===== src/hw/rtl/rsch_pkg.sv =====
package rsch_pkg;

    // operand widths of the shared divider and the sphere index width
    localparam int DivDw = 49;
    localparam int DivSw = 31;
    localparam int IdxW  = 8;

    localparam logic signed [63:0] S32Max = 64'sh0000_0000_7FFF_FFFF;
    localparam logic signed [63:0] S32Min = -64'sh0000_0000_8000_0000;

    typedef struct packed {
        logic signed [31:0] ray_org_x;
        logic signed [31:0] ray_org_y;
        logic signed [31:0] ray_org_z;
        logic signed [31:0] ray_dir_x;
        logic signed [31:0] ray_dir_y;
        logic signed [31:0] ray_dir_z;
        logic signed [31:0] center_x;
        logic signed [31:0] center_y;
        logic signed [31:0] center_z;
        logic        [30:0] radius;
        logic               first_sphere;
        logic               last_sphere;
    } t_req;

    typedef struct packed {
        logic               hit;
        logic        [30:0] hit_distance;
        logic        [7:0]  sphere_index;
        logic signed [31:0] pos_x;
        logic signed [31:0] pos_y;
        logic signed [31:0] pos_z;
        logic signed [31:0] normal_x;
        logic signed [31:0] normal_y;
        logic signed [31:0] normal_z;
    } t_res;

    // multiplier operand pairs
    typedef enum logic [2:0] {
        MS_DD, MS_OD, MS_OO, MS_RR, MS_HH, MS_AC, MS_DT
    } t_msel;

    typedef enum logic [1:0] {
        AC_FIRST, AC_ADD, AC_SUB
    } t_acc_op;

    typedef enum logic [1:0] {
        Q_A, Q_HB, Q_C
    } t_qty;

    typedef enum logic [1:0] {
        DS_T0, DS_T1, DS_N
    } t_dsrc;

    typedef struct packed {
        logic       load;
        logic       mul_en;
        t_msel      msel;
        logic       acc_en;
        t_acc_op    acc_op;
        logic       set_en;
        t_qty       qty;
        logic       disc_ld;
        logic       disc_sub;
        logic       sqrt_go;
        logic       div_go;
        t_dsrc      dsrc;
        logic       set_t;
        logic       upd;
        logic       pos_en;
        logic       set_n;
        logic       emit;
        logic [1:0] lane;
    } t_cmd;

    typedef struct packed {
        logic sqrt_busy;
        logic div_busy;
        logic ok;
        logic num0_pos;
        logic num1_pos;
        logic q_nz;
        logic better;
    } t_sts;

    function automatic logic signed [31:0] sat32(input logic signed [63:0] v);
        logic signed [31:0] r;
        if (v > S32Max) begin
            r = 32'sh7FFF_FFFF;
        end else if (v < S32Min) begin
            r = 32'sh8000_0000;
        end else begin
            r = v[31:0];
        end
        return r;
    endfunction

endpackage


===== src/hw/rtl/rsch_ctrl.sv =====
module rsch_ctrl (
    input  logic           i_clk,
    input  logic           i_rst_n,
    input  logic           i_in_valid,
    input  logic           i_last,
    input  logic           i_out_ready,
    input  rsch_pkg::t_sts i_sts,
    output logic           o_in_ready,
    output logic           o_out_valid,
    output rsch_pkg::t_cmd o_cmd
);
    import rsch_pkg::*;

    typedef enum logic [15:0] {
        ST_IDLE  = 16'h0001,
        ST_MUL   = 16'h0002,
        ST_ACC   = 16'h0004,
        ST_SET   = 16'h0008,
        ST_HH    = 16'h0010,
        ST_DLD   = 16'h0020,
        ST_DSUB  = 16'h0040,
        ST_CHK   = 16'h0080,
        ST_SQRT  = 16'h0100,
        ST_DIV   = 16'h0200,
        ST_CMP   = 16'h0400,
        ST_PMUL  = 16'h0800,
        ST_POS   = 16'h1000,
        ST_NDIV  = 16'h2000,
        ST_NWAIT = 16'h4000,
        ST_END   = 16'h8000
    } t_state;

    t_state     r_state, n_state;
    t_qty       r_q, n_q;
    logic [1:0] r_l, n_l;
    logic       r_try1, n_try1;
    logic       r_last, n_last;
    logic       r_ovalid, n_ovalid;

    always_comb begin
        n_state  = r_state;
        n_q      = r_q;
        n_l      = r_l;
        n_try1   = r_try1;
        n_last   = r_last;
        n_ovalid = r_ovalid && !i_out_ready;
        o_cmd      = '0;
        o_cmd.lane = r_l;
        o_cmd.qty  = r_q;
        case (r_state)
            ST_IDLE: begin
                if (i_in_valid) begin
                    o_cmd.load = 1'b1;
                    n_last     = i_last;
                    n_q        = Q_A;
                    n_l        = 2'd0;
                    n_state    = ST_MUL;
                end
            end
            ST_MUL: begin
                o_cmd.mul_en = 1'b1;
                o_cmd.msel   = (r_q == Q_A)  ? MS_DD :
                               (r_q == Q_HB) ? MS_OD :
                               (r_l == 2'd3) ? MS_RR : MS_OO;
                n_state = ST_ACC;
            end
            ST_ACC: begin
                o_cmd.acc_en = 1'b1;
                o_cmd.acc_op = (r_l == 2'd0) ? AC_FIRST :
                               (r_l == 2'd3) ? AC_SUB : AC_ADD;
                if ((r_l == 2'd2 && r_q != Q_C) || r_l == 2'd3) begin
                    n_state = ST_SET;
                end else begin
                    n_l     = r_l + 2'd1;
                    n_state = ST_MUL;
                end
            end
            ST_SET: begin
                o_cmd.set_en = 1'b1;
                if (r_q == Q_C) begin
                    n_state = ST_HH;
                end else begin
                    n_q     = (r_q == Q_A) ? Q_HB : Q_C;
                    n_l     = 2'd0;
                    n_state = ST_MUL;
                end
            end
            ST_HH: begin
                o_cmd.mul_en = 1'b1;
                o_cmd.msel   = MS_HH;
                n_state      = ST_DLD;
            end
            ST_DLD: begin
                o_cmd.disc_ld = 1'b1;
                o_cmd.mul_en  = 1'b1;
                o_cmd.msel    = MS_AC;
                n_state       = ST_DSUB;
            end
            ST_DSUB: begin
                o_cmd.disc_sub = 1'b1;
                n_state        = ST_CHK;
            end
            ST_CHK: begin
                if (i_sts.ok) begin
                    o_cmd.sqrt_go = 1'b1;
                    n_state       = ST_SQRT;
                end else begin
                    n_state = ST_END;
                end
            end
            ST_SQRT: begin
                if (!i_sts.sqrt_busy) begin
                    if (i_sts.num0_pos) begin
                        o_cmd.div_go = 1'b1;
                        o_cmd.dsrc   = DS_T0;
                        n_try1       = 1'b0;
                        n_state      = ST_DIV;
                    end else if (i_sts.num1_pos) begin
                        o_cmd.div_go = 1'b1;
                        o_cmd.dsrc   = DS_T1;
                        n_try1       = 1'b1;
                        n_state      = ST_DIV;
                    end else begin
                        n_state = ST_END;
                    end
                end
            end
            ST_DIV: begin
                if (!i_sts.div_busy) begin
                    if (i_sts.q_nz) begin
                        o_cmd.set_t = 1'b1;
                        n_state     = ST_CMP;
                    end else if (!r_try1 && i_sts.num1_pos) begin
                        o_cmd.div_go = 1'b1;
                        o_cmd.dsrc   = DS_T1;
                        n_try1       = 1'b1;
                    end else begin
                        n_state = ST_END;
                    end
                end
            end
            ST_CMP: begin
                if (i_sts.better) begin
                    o_cmd.upd = 1'b1;
                    n_l       = 2'd0;
                    n_state   = ST_PMUL;
                end else begin
                    n_state = ST_END;
                end
            end
            ST_PMUL: begin
                o_cmd.mul_en = 1'b1;
                o_cmd.msel   = MS_DT;
                n_state      = ST_POS;
            end
            ST_POS: begin
                o_cmd.pos_en = 1'b1;
                n_state      = ST_NDIV;
            end
            ST_NDIV: begin
                o_cmd.div_go = 1'b1;
                o_cmd.dsrc   = DS_N;
                n_state      = ST_NWAIT;
            end
            ST_NWAIT: begin
                if (!i_sts.div_busy) begin
                    o_cmd.set_n = 1'b1;
                    if (r_l == 2'd2) begin
                        n_state = ST_END;
                    end else begin
                        n_l     = r_l + 2'd1;
                        n_state = ST_PMUL;
                    end
                end
            end
            ST_END: begin
                if (!r_last) begin
                    n_state = ST_IDLE;
                end else if (!r_ovalid || i_out_ready) begin
                    o_cmd.emit = 1'b1;
                    n_ovalid   = 1'b1;
                    n_state    = ST_IDLE;
                end
            end
            default: begin
                n_state = ST_IDLE;
            end
        endcase
    end

    always_ff @(posedge i_clk) begin
        if (!i_rst_n) begin
            r_state  <= ST_IDLE;
            r_q      <= Q_A;
            r_l      <= 2'd0;
            r_try1   <= 1'b0;
            r_last   <= 1'b0;
            r_ovalid <= 1'b0;
        end else begin
            r_state  <= n_state;
            r_q      <= n_q;
            r_l      <= n_l;
            r_try1   <= n_try1;
            r_last   <= n_last;
            r_ovalid <= n_ovalid;
        end
    end

    assign o_in_ready  = (r_state == ST_IDLE);
    assign o_out_valid = r_ovalid;
endmodule


===== config.mk =====
export PLATFORM = sky130hd
export DESIGN_NAME = rsch_ctrl
export DESIGN_NICKNAME = d
export VERILOG_FILES = /design/src/hw/rtl/rsch_pkg.sv /design/src/hw/rtl/rsch_ctrl.sv
export SDC_FILE = /design/constraint.sdc
export NUM_CORES = 1
export LEC_CHECK = 0
export BUFFER_PORTS_ARGS = -buffer_cell sky130_fd_sc_hd__buf_2
export CAP_MARGIN = 20
export CORE_MARGIN = 8
export CORE_UTILIZATION = 35
export CTS_BUF_LIST = sky130_fd_sc_hd__clkbuf_8 sky130_fd_sc_hd__clkbuf_16
export DETAILED_ROUTE_END_ITERATION = 10
export PLACE_DENSITY = 0.61
export SETUP_SLACK_MARGIN = 0.02
export SYNTH_ARGS = -nofsm -noshare
export SYNTH_HDL_FRONTEND = slang
export SYNTH_SLANG_ARGS = --single-unit

===== constraint.sdc =====
create_clock -name i_clk -period 4 [get_ports i_clk]
set_input_delay 0.8 -clock i_clk [delete_from_list [all_inputs] [get_ports i_clk]]
set_output_delay 0.8 -clock i_clk [all_outputs]
set_load 0.1 [all_outputs]

==> results of run 1 <==
[stage by stage]
step	worst slack (ps)	power, mW	cell area [sq um]	cells	utilization, %
floorplan	279	0.488	1640	193	-
global placement	911	0.547	1840	276	40.1
detailed placement	856	0.545	1840	276	40.1
CTS	543	0.693	1890	280	41.1
global route	332	0.730	1890	280	41.1
finish	542	0.687	1890	280	41.1
[critical path: cells and delay by family, from the launching register on]
family                 cells  cell delay [ps]
AOI/OAI and AO/OA          1              200
buffers and inverters      1              430
DFF                        1              450
and+or+nand+nor            3             1320
[state kept, by name, indices dropped and copies added (netlist names)]
| register | flops |
|---|---|
| r_state | 16 |
| r_l | 2 |
| r_q | 2 |
| o_out_valid | 1 |
| r_last | 1 |
| r_try1 | 1 |
[metal layers]
metal  wire length [um]  up-vias  global-route usage (%)
met5                  0        -                       0
met4                 66        0                    3.86
met3                258        6                    2.81
met2               2130       45                    20.5
met1               2150      747                    17.4
li1                   -      801                       -
[cell usage after synthesis (all sizes together) (2+ instances only)]
master / instances
a2111oi: 2
nor3: 9
or3: 2
a21oi: 13
dfxtp: 23
nor4: 10
clkbuf: 2
o21ai: 3
and3: 5
nand3: 10
nand4: 2
and4b: 3
o21a: 3
nand2: 17
nor4b: 6
a22oi: 2
or4b: 3
xnor2: 2
and2: 7
mux2i: 3
nand3b: 4
inv: 4
nand2b: 4
buf: 6
ha: 3
o22ai: 2
nor2: 16
or4: 5
a21o: 2
xor2: 2
[kinds of logic after synthesis]
group / after synthesis / synth area share [%]
and+or+nand+nor: 109 / 43.9
AOI/OAI and AO/OA: 37 / 17.0
DFF: 23 / 28.2
buffers and inverters: 13 / 3.98
xor gates and xnor gates: 4 / 2.14
muxes: 4 / 2.53
adders and majority gates: 3 / 2.30
[where the power goes]
group          total, mW  switching [mW]  leakage, nW  internal [mW]
registers          0.258          0.0182        0.186          0.240
logic              0.285           0.206        0.648         0.0785
clock network      0.144          0.0757       0.0269         0.0685
[area by class of cell]
type | instances | area share, %
Tap cell | 54 | 3.58
Inverter | 5 | 0.994
Clock buffer | 3 | 2.19
Multi-Input combinational cell | 157 | 58.8
Timing Repair Buffer | 37 | 9.81
Sequential cell | 23 | 24.4
Clock inverter | 1 | 0.199
[how the worst max path moves through the flow]
stage	start	to	slack, ps	cells after the start
6_report	r_state[9]	o_cmd[20]	540	5
5_1_grt	r_state[0]	o_cmd[9]	330	6
4_1_cts	r_state[4]	o_cmd[9]	540	6
3_5_place_dp	r_state[0]	o_cmd[9]	860	6
3_3_place_gp	r_state[4]	o_cmd[9]	910	6
2_1_floorplan	r_state[8]	o_cmd[22]	280	5
==> key figures, run 1 <==
Run status
  – Outcome: complete, no violations

Worst setup path
  – Critical Setup Path Class: reg -> out
  – Worst R2R End: r_state[1]
  – Cell-by-cell trace of the critical path: nor4_4 -> nand3_1 -> nor4_4 -> a32o_1 -> buf_2
  – Nature of the critical path startpoint: register
  – Critical path peak fanout: 11
  – CP dominant cell by count: sky130_fd_sc_hd__nor4_4
  – Worst R2R Path Depth: 6
  – Max stage delay cell, worst path: sky130_fd_sc_hd__nor4_4
  – Endpoint class of the critical path: primary output
  – Max stage delay on crit path: 550 ps
  – Endpoint required time on the critical path: 3200 ps
  – Data arrival at the endpoint of the critical path: 2660 ps
  – Source of the worst register-to-register timing path: r_state[9]
  – Reg-to-reg setup timing slack: 1550 ps

Floorplanning
  – Initial Util: 35.5%
  – X dimension of the die: 84.3 um
  – Core region area: 4600 sq um
  – Total die area: 7110 sq um
  – Site Rows: 25
  – Floorplan die height: 84.3 um
  – Number of ports placed on the die boundary: 38

CTS
  – Clock Pin Slew Worst Setup and Hold Paths: 80 ps
  – Number of buffers added by the clock tree synthesis step: 3
  – Max Root-Sink Buffers: 2
  – Number of hold buffers added after CTS: 0
  – Post-cts sizing count: 0
  – Source-to-sink clock delay at the later pin of the worst-skew pair: 260 ps
  – Root buffer selected by CTS: sky130_fd_sc_hd__clkbuf_8
  – Sinks on the clock net: 23
  – TritonCTS clock tree: built
  – Clock H-tree levels: 1
  – Post-CTS setup buffer count: 0

Cells and area
  – Diodes inserted: 0
  – Fraction of layout cells with a size suffix above 1: 25.7%
  – Commonest non-fill, non-tap cell in the layout: sky130_fd_sc_hd__buf_2
  – Layout overhead on the synthesized area: 15.5%
  – Commonest non-fill, non-tap cells in the layout: sky130_fd_sc_hd__buf_2, sky130_fd_sc_hd__dfxtp_1, sky130_fd_sc_hd__nand2_1, sky130_fd_sc_hd__nor2_1, sky130_fd_sc_hd__a21oi_1
  – Seq. cell area: 460 sq um
  – Post-layout net count: 242
  – Area used by multi-input combinational logic: 1110 sq um
  – Fill cells: 485

Timing
  – Hold WS: 466 ps
  – Hold violation total from the final report: 0
  – Transition time of the tightest slew-check pin: 547 ps
  – Final critical-path required period: 3460 ps
  – Fmax achieved: 0.289 GHz
  – Worst rel slew slack: 63.0%
  – Pins Over Slew Limit: 0
  – RSZ-0062 raised after global routing: false
  – Sum Neg Setup Slack: 0 ps
  – Post-route clock skew: 3.00 ps
  – Final setup violating endpoints: 0
  – Period Utilization, post-route: 86.5%

Yosys
  – Number of warnings issued by yosys: 0
  – Synth unique cells: 55
  – Share of flip-flops with an asynchronous set or reset after synthesis: 0%
  – Mean post-synth cell area: 8.47 sq um
  – Synth area leaders: sky130_fd_sc_hd__dfxtp_1, sky130_fd_sc_hd__nor4_4, sky130_fd_sc_hd__a21oi_1, sky130_fd_sc_hd__nand2_1, sky130_fd_sc_hd__nor2_1
  – Cell taking the most area after synthesis: sky130_fd_sc_hd__dfxtp_1
  – Post-synthesis sequential area ratio: 28.2%
  – Commonest register cell after synthesis: sky130_fd_sc_hd__dfxtp_1
  – Area of the mapped netlist: 1630 sq um
  – Yosys top cell area share: 28.2%
  – Synthesized flop and latch total: 23
  – Post-Synthesis Net Count: 208
  – Post-Syn Instances: 193
  – Number of enable-type register cells in the synthesized netlist: 0

Place
  – Placed wire-length estimate after detailed placement: 3560 um
  – Global placer's final weighted congestion: 0.889
  – Input/output buffers: 37

Worst hold path
  – Min-Delay Endpoint: r_last
  – Worst hold-check path type: reg -> reg
  – Startpoint of the most critical hold path: r_last
  – Hold Path Stages: 2

Drt
  – Drc violations: 0
  – Mean routed wirelength per cell: 16.4 um
  – ANT nets after route: 0
  – 1st-iter DRT viols: 112
  – Vias after detailed routing: 1599
  – DRT Wirelength: 4600 um
  – First drt pass iteration count: 5
  – Drt via density: 5.71

Global route
  – Wire length of the first global-routing pass: 7800 um
  – Via count of the first global-routing pass: 1527
  – Antenna violations before repair: 0
  – Overall track demand over capacity in global routing: 13.1%
  – Pin count of the biggest net entering global routing: 16
  – Aggregate global routing overflow: 0

Power
  – Pwr per Cell Area: 364 nW/um^2
  – Worst supply voltage drop on vdd: 135 uV
  – Static power due to leakage: 0.860 nW

Run
  – Total of max-cap violations: 0
Power figures use the tool's default switching activity.
==> run 2, diff against run 1 <==
--- a/config.mk
+++ b/config.mk
@@ -12,6 +12,7 @@
 export CTS_BUF_LIST = sky130_fd_sc_hd__clkbuf_8 sky130_fd_sc_hd__clkbuf_16
 export DETAILED_ROUTE_END_ITERATION = 10
 export PLACE_DENSITY = 0.61
+export RECOVER_POWER = 50
 export SETUP_SLACK_MARGIN = 0.02
 export SYNTH_ARGS = -nofsm -noshare
 export SYNTH_HDL_FRONTEND = slang
==> run 2 against run 1 <==
  * Core utilization decreased by 0.44 points
  * Worst hold slack about the same
  * First-iteration DRC count grew 13%
  * Via count decreased by 0.25%
  * Cell count unchanged
  * Sequential power barely moved
  * Global-route usage stayed put
  * Combinational power down 2%
  * Critical path type unchanged
  * Critical endpoint is now o_cmd[9]
==> key figures, run 2 (same netlist as run 1, synthesis figures left out) <==
CTS
  – TritonCTS clock tree: built
  – Root buffer selected by CTS: sky130_fd_sc_hd__clkbuf_8
  – Sinks on the clock net: 23 (unchanged)
  – Post-cts sizing count: 0 (unchanged)
  – Max Root-Sink Buffers: 2 (unchanged)
  – Clock Pin Slew Worst Setup and Hold Paths: 90 ps (about the same)
  – Clock H-tree levels: 1 (unchanged)
  – Number of hold buffers added after CTS: 0 (unchanged)
  – Post-CTS setup buffer count: 0 (unchanged)
  – Number of buffers added by the clock tree synthesis step: 3 (unchanged)
  – Source-to-sink clock delay at the later pin of the worst-skew pair: 260 ps (about the same)

Cells and area
  – Commonest non-fill, non-tap cell in the layout: sky130_fd_sc_hd__buf_2
  – Cell area after layout: 1870 sq um (-1.1%)
  – Area used by multi-input combinational logic: 1100 sq um (-1.2%)
  – Post-layout net count: 242 (unchanged)
  – Fill cells: 491 (+1.2%)
  – Layout overhead on the synthesized area: 14.3%
  – Flip-flop count of the largest register after layout: 16 (unchanged)
  – Register containing the most flip-flops in the final layout: r_state
  – Seq. cell area: 460 sq um (unchanged)
  – Fraction of layout cells with a size suffix above 1: 22.1% (-3.5 points)
  – Commonest non-fill, non-tap cells in the layout: sky130_fd_sc_hd__buf_2, sky130_fd_sc_hd__dfxtp_1, sky130_fd_sc_hd__nand2_1, sky130_fd_sc_hd__nor2_1, sky130_fd_sc_hd__a21oi_1
  – Diodes inserted: 0 (unchanged)
  – Top Registers: r_state (16), r_l (2), r_q (2)

Global route
  – Aggregate global routing overflow: 0 (unchanged)
  – Via count of the first global-routing pass: 1527 (unchanged)
  – Pin count of the biggest net entering global routing: 16 (unchanged)
  – Antenna violations before repair: 0 (unchanged)
  – Overall track demand over capacity in global routing: 13.1% (unchanged)
  – Wire length of the first global-routing pass: 7800 um (unchanged)

Floorplanning
  – Number of ports placed on the die boundary: 38 (unchanged)
  – Site Rows: 25 (unchanged)
  – Floorplan die height: 84.3 um (unchanged)
  – Initial Util: 35.5% (unchanged)
  – Total die area: 7110 sq um (unchanged)
  – X dimension of the die: 84.3 um (unchanged)
  – Core region area: 4600 sq um (unchanged)

Drt
  – Mean routed wirelength per cell: 16.4 um (-0.43%)
  – DRT Wirelength: 4580 um (-0.43%)
  – 1st-iter DRT viols: 126 (+13%)
  – Vias after detailed routing: 1595 (-0.25%)
  – First drt pass iteration count: 4 (-1)
  – Drc violations: 0 (unchanged)
  – ANT nets after route: 0 (unchanged)
  – Drt via density: 5.70 (-0.25%)

Power
  – Comb power frac: 40.9% (-0.6 points)
  – Switching Share: 43.7% (about the same)
  – Internal cell power: 0.384 mW (-0.78%)
  – Worst supply voltage drop on vdd: 134 uV (-0.64%)
  – Pwr per Cell Area: 365 nW/um^2 (+0.27%)
  – Sequential power share: 37.8% (+0.3 points)
  – Static power due to leakage: 0.831 nW (-3.4%)
  – Net switching power: 0.298 mW (-0.81%)
  – Clk network pwr share: 21.3% (+0.3 points)

Place
  – Global placer's final weighted congestion: 0.889 (unchanged)
  – Input/output buffers: 37 (unchanged)
  – Placed wire-length estimate after detailed placement: 3560 um (unchanged)
  – Placed cell area: 1840 sq um (unchanged)

Worst setup path
  – Critical path peak fanout: 8 (-3)
  – Endpoint class of the critical path: primary output
  – Data arrival at the endpoint of the critical path: 2660 ps (about the same)
  – Endpoint required time on the critical path: 3200 ps (about the same)
  – Nature of the critical path startpoint: register
  – Critical Setup Path Class: reg -> out

Timing
  – Final setup violating endpoints: 0 (unchanged)
  – Final critical-path required period: 3460 ps (+6.18 ps)
  – Hold violation total from the final report: 0 (unchanged)
  – Sum Neg Setup Slack: 0 ps (unchanged)
  – RSZ-0062 raised after global routing: false
  – Transition time of the tightest slew-check pin: 1170 ps (+624 ps)
  – Worst rel slew slack: 22.2% (-41 points)
  – Fmax achieved: 0.289 GHz (-0.18%)
  – Post-route clock skew: 3.56 ps (+0.557 ps)
  – Period Utilization, post-route: 86.6% (+0.15 points)
  – Pins Over Slew Limit: 0 (unchanged)

Run
  – Total of max-cap violations: 0 (unchanged)

Worst hold path
  – Worst hold-check path type: reg -> reg

Run status
  – Outcome: complete, no violations
[run 2: cell types whose count changed in the layout (fill, tap and decap cells not counted), sizes merged]
| cell | delta |
|---|---|
| buf | -5 |
| clkbuf | +5 |
[run 2: path summary, 6_finish.rpt]
kind | end | slack, ps | from | depth (start not counted)
max | o_cmd[9] | 540 | r_state[12] | 6
min | r_last | 470 | r_last | 2
max reg2reg | r_state[1] | 1480 | r_state[9] | 6
min reg2reg | r_last | 470 | r_last | 2
[run 2: routing by layer]
layer / up-vias / GRT usage, % / part of all wire (%)
met2: 54 / 20.5 / 46
met4: 0 / 3.86 / 1.5
met3: 7 / 2.81 / 6.2
li1: 799 / - / -
met1: 735 / 17.4 / 46
met5: - / 0 / 0
[run 2: worst max-delay path: stages (launching register included)]
cell and delay, ps:
sky130_fd_sc_hd__dfxtp_1 420, sky130_fd_sc_hd__nor4_4 510, sky130_fd_sc_hd__nand4_1 280, sky130_fd_sc_hd__nor4b_2 440, sky130_fd_sc_hd__o21ai_0 210, sky130_fd_sc_hd__nand3_1 120
sky130_fd_sc_hd__buf_2 420
[run 2: cell type report]
class	instances	area share (%)
multi-input cells	157	58.7
flip-flops and latches	23	24.6
repair buffers	37	9.58
well taps	54	3.62
clock buffers	3	2.21
inverters	5	1.00
clock inverters	1	0.201
[run 2: power groups by stage]
stage,registers (mW),logic (mW),clock network [mW]
floorplan,0.259,0.228,0
global placement,0.262,0.285,0
detailed placement,0.263,0.282,0
CTS,0.258,0.283,0.152
global route,0.261,0.298,0.166
finish,0.257,0.279,0.145
[run 2: through the flow]
step	hold slack (ps)	worst slack, ps	utilization [%]	power (mW)	std cells
2_1_floorplan	432	279	-	0.488	193
3_3_place_gp	460	911	40.1	0.547	276
3_5_place_dp	464	856	40.1	0.545	276
4_1_cts	476	543	41.1	0.693	280
5_1_grt	491	332	40.6	0.725	280
6_report	466	536	40.6	0.681	280
==> run 3, diff against run 2 <==
--- a/config.mk
+++ b/config.mk
@@ -11,7 +11,7 @@
 export CORE_UTILIZATION = 35
 export CTS_BUF_LIST = sky130_fd_sc_hd__clkbuf_8 sky130_fd_sc_hd__clkbuf_16
 export DETAILED_ROUTE_END_ITERATION = 10
-export PLACE_DENSITY = 0.61
+export PLACE_DENSITY = 0.68
 export RECOVER_POWER = 50
 export SETUP_SLACK_MARGIN = 0.02
 export SYNTH_ARGS = -nofsm -noshare
==> run 3 against run 2 <==
  * Sequential share of layout area about the same
  * Maximum frequency decreased by 0.74%
  * First-iteration DRC count increased by 6.3%
  * Global-route usage decreased by 0.62 points
  * Cell count unchanged
  * Design area about the same
  * Non-clock buffer count unchanged
  * Critical path depth unchanged
  * Worst hold slack got worse by 2.5 ps
  * Routed wire length increased by 0.61%
  * Critical endpoint unchanged
  * Largest cell class unchanged
==> key figures, run 3 (same netlist as run 1, synthesis figures left out) <==
Global route
  – Overall track demand over capacity in global routing: 12.5% (-0.62 points)
  – Via count of the first global-routing pass: 1520 (-0.46%)
  – Antenna violations before repair: 0 (unchanged)
  – Aggregate global routing overflow: 0 (unchanged)
  – Pin count of the biggest net entering global routing: 16 (unchanged)
  – Wire length of the first global-routing pass: 7410 um (-5.0%)

Run
  – Total of max-cap violations: 0 (unchanged)

CTS
  – Source-to-sink clock delay at the later pin of the worst-skew pair: 270 ps (about the same)
  – Max Root-Sink Buffers: 2 (unchanged)
  – Clock Pin Slew Worst Setup and Hold Paths: 90 ps (about the same)
  – Root buffer selected by CTS: sky130_fd_sc_hd__clkbuf_8
  – Sinks on the clock net: 23 (unchanged)
  – Post-cts sizing count: 0 (unchanged)
  – TritonCTS clock tree: built
  – Clock H-tree levels: 1 (unchanged)
  – Number of hold buffers added after CTS: 0 (unchanged)
  – Number of buffers added by the clock tree synthesis step: 3 (unchanged)
  – Post-CTS setup buffer count: 0 (unchanged)

Worst setup path
  – Data arrival at the endpoint of the critical path: 2690 ps (+30 ps)
  – Source of the worst register-to-register timing path: r_state[9]
  – Endpoint class of the critical path: primary output
  – Nature of the critical path startpoint: register
  – Critical Setup Path Class: reg -> out
  – Launching instance or port of the critical path: r_state[0]
  – Endpoint required time on the critical path: 3200 ps (about the same)
  – Critical path peak fanout: 8 (unchanged)
  – Worst R2R Path Depth: 6 (unchanged)

Floorplanning
  – Total die area: 7110 sq um (unchanged)
  – Site Rows: 25 (unchanged)
  – Floorplan die height: 84.3 um (unchanged)
  – X dimension of the die: 84.3 um (unchanged)
  – Core region area: 4600 sq um (unchanged)
  – Number of ports placed on the die boundary: 38 (unchanged)
  – Initial Util: 35.5% (unchanged)

Drt
  – ANT nets after route: 0 (unchanged)
  – Drt via density: 5.80 (+1.8%)
  – Drc violations: 0 (unchanged)
  – Mean routed wirelength per cell: 16.5 um (+0.61%)
  – First drt pass iteration count: 4 (unchanged)
  – 1st-iter DRT viols: 134 (+6.3%)
  – DRT Wirelength: 4610 um (+0.61%)
  – Vias after detailed routing: 1623 (+1.8%)

Power
  – Static power due to leakage: 0.829 nW (-0.29%)
  – Pwr per Cell Area: 369 nW/um^2 (+1.2%)
  – Worst supply voltage drop on vdd: 159 uV (+19%)

Place
  – Placed cell area: 1840 sq um (unchanged)
  – Input/output buffers: 37 (unchanged)
  – Placed wire-length estimate after detailed placement: 3530 um (-0.88%)
  – Global placer's final weighted congestion: 0.918 (+3.2%)
  – Inst Count DP: 276 (unchanged)

Timing
  – Hold WS: 464 ps (-2.45 ps)
  – Sum Neg Setup Slack: 0 ps (unchanged)
  – Period Utilization, post-route: 87.3% (+0.65 points)
  – Hold violation total from the final report: 0 (unchanged)
  – Fmax achieved: 0.287 GHz (-0.74%)
  – Post-route clock skew: 2.76 ps (-0.805 ps)
  – Worst rel slew slack: 21.8% (-0.40 points)
  – Final critical-path required period: 3490 ps (+25.9 ps)
  – Final setup violating endpoints: 0 (unchanged)
  – Pins Over Slew Limit: 0 (unchanged)
  – RSZ-0062 raised after global routing: false
  – Transition time of the tightest slew-check pin: 1180 ps (+6.07 ps)

Cells and area
  – Commonest non-fill, non-tap cells in the layout: sky130_fd_sc_hd__buf_2, sky130_fd_sc_hd__dfxtp_1, sky130_fd_sc_hd__nand2_1, sky130_fd_sc_hd__nor2_1, sky130_fd_sc_hd__a21oi_1
  – Cell Count, Final, Fillers Out: 280 (unchanged)
  – Fraction of layout cells with a size suffix above 1: 22.6% (+0.44 points)
  – Top Registers: r_state (16), r_l (2), r_q (2)
  – Commonest non-fill, non-tap cell in the layout: sky130_fd_sc_hd__buf_2
  – Layout overhead on the synthesized area: 14.4% (about the same)
  – Post-layout net count: 242 (unchanged)
  – Register containing the most flip-flops in the final layout: r_state
  – Flip-flop count of the largest register after layout: 16 (unchanged)
  – Fill cells: 467 (-4.9%)
  – Cell area after layout: 1870 sq um (about the same)
  – Diodes inserted: 0 (unchanged)

Run status
  – Outcome: complete, no violations

Worst hold path
  – Startpoint of the most critical hold path: r_last
  – Worst hold-check path type: reg -> reg
  – Hold Path Stages: 2 (unchanged)
-- run 3: layout make-up --
class	count	area, sq um	share of cell area (%)
clock buffer	3	41.3	2.21
clock inverter	1	5.00	0.268
inverter	5	18.8	1.00
multi-input combinational	157	1100	58.7
sequential	23	460	24.6
tap	54	67.6	3.61
timing repair buffer	37	179	9.57
-- run 3: power breakdown --
part / internal [mW] / switching, mW
sequential: 0.240 / 0.0185
clock: 0.0698 / 0.0841
combinational: 0.0754 / 0.202
-- run 3: worst paths after layout --
check | endpoint | slack, ps
setup / recovery | o_cmd[9] | 510
hold / removal | r_last | 460
setup reg to reg | r_state[1] | 1540
hold reg to reg | r_last | 460
-- run 3: per-stage QoR --
step	utilization (%)	setup WS, ps	total power [mW]
after floorplan	-	279	0.488
after global placement	40.1	874	0.546
after detailed placement	40.1	822	0.544
after CTS	41.1	498	0.697
after global routing	40.7	288	0.724
final	40.7	510	0.690
-- run 3: critical path, stage by stage, from the launching register on --
cell	delay [ps]
sky130_fd_sc_hd__dfxtp_1	390
sky130_fd_sc_hd__nor4_2	580
sky130_fd_sc_hd__nand4_1	290
sky130_fd_sc_hd__nor4b_2	420
sky130_fd_sc_hd__o21ai_0	200
sky130_fd_sc_hd__nand3_1	120
sky130_fd_sc_hd__buf_2	420
-- run 3: per-layer routing --
metal  vias to the layer above  share of wire (%)  global-route usage, %
li1                        800                  -                      -
met1                       753                 46                   16.2
met2                        63                 47                   20.1
met3                         7                5.5                   1.84
met4                         0                2.2                   4.94
met5                         -                  0                      0
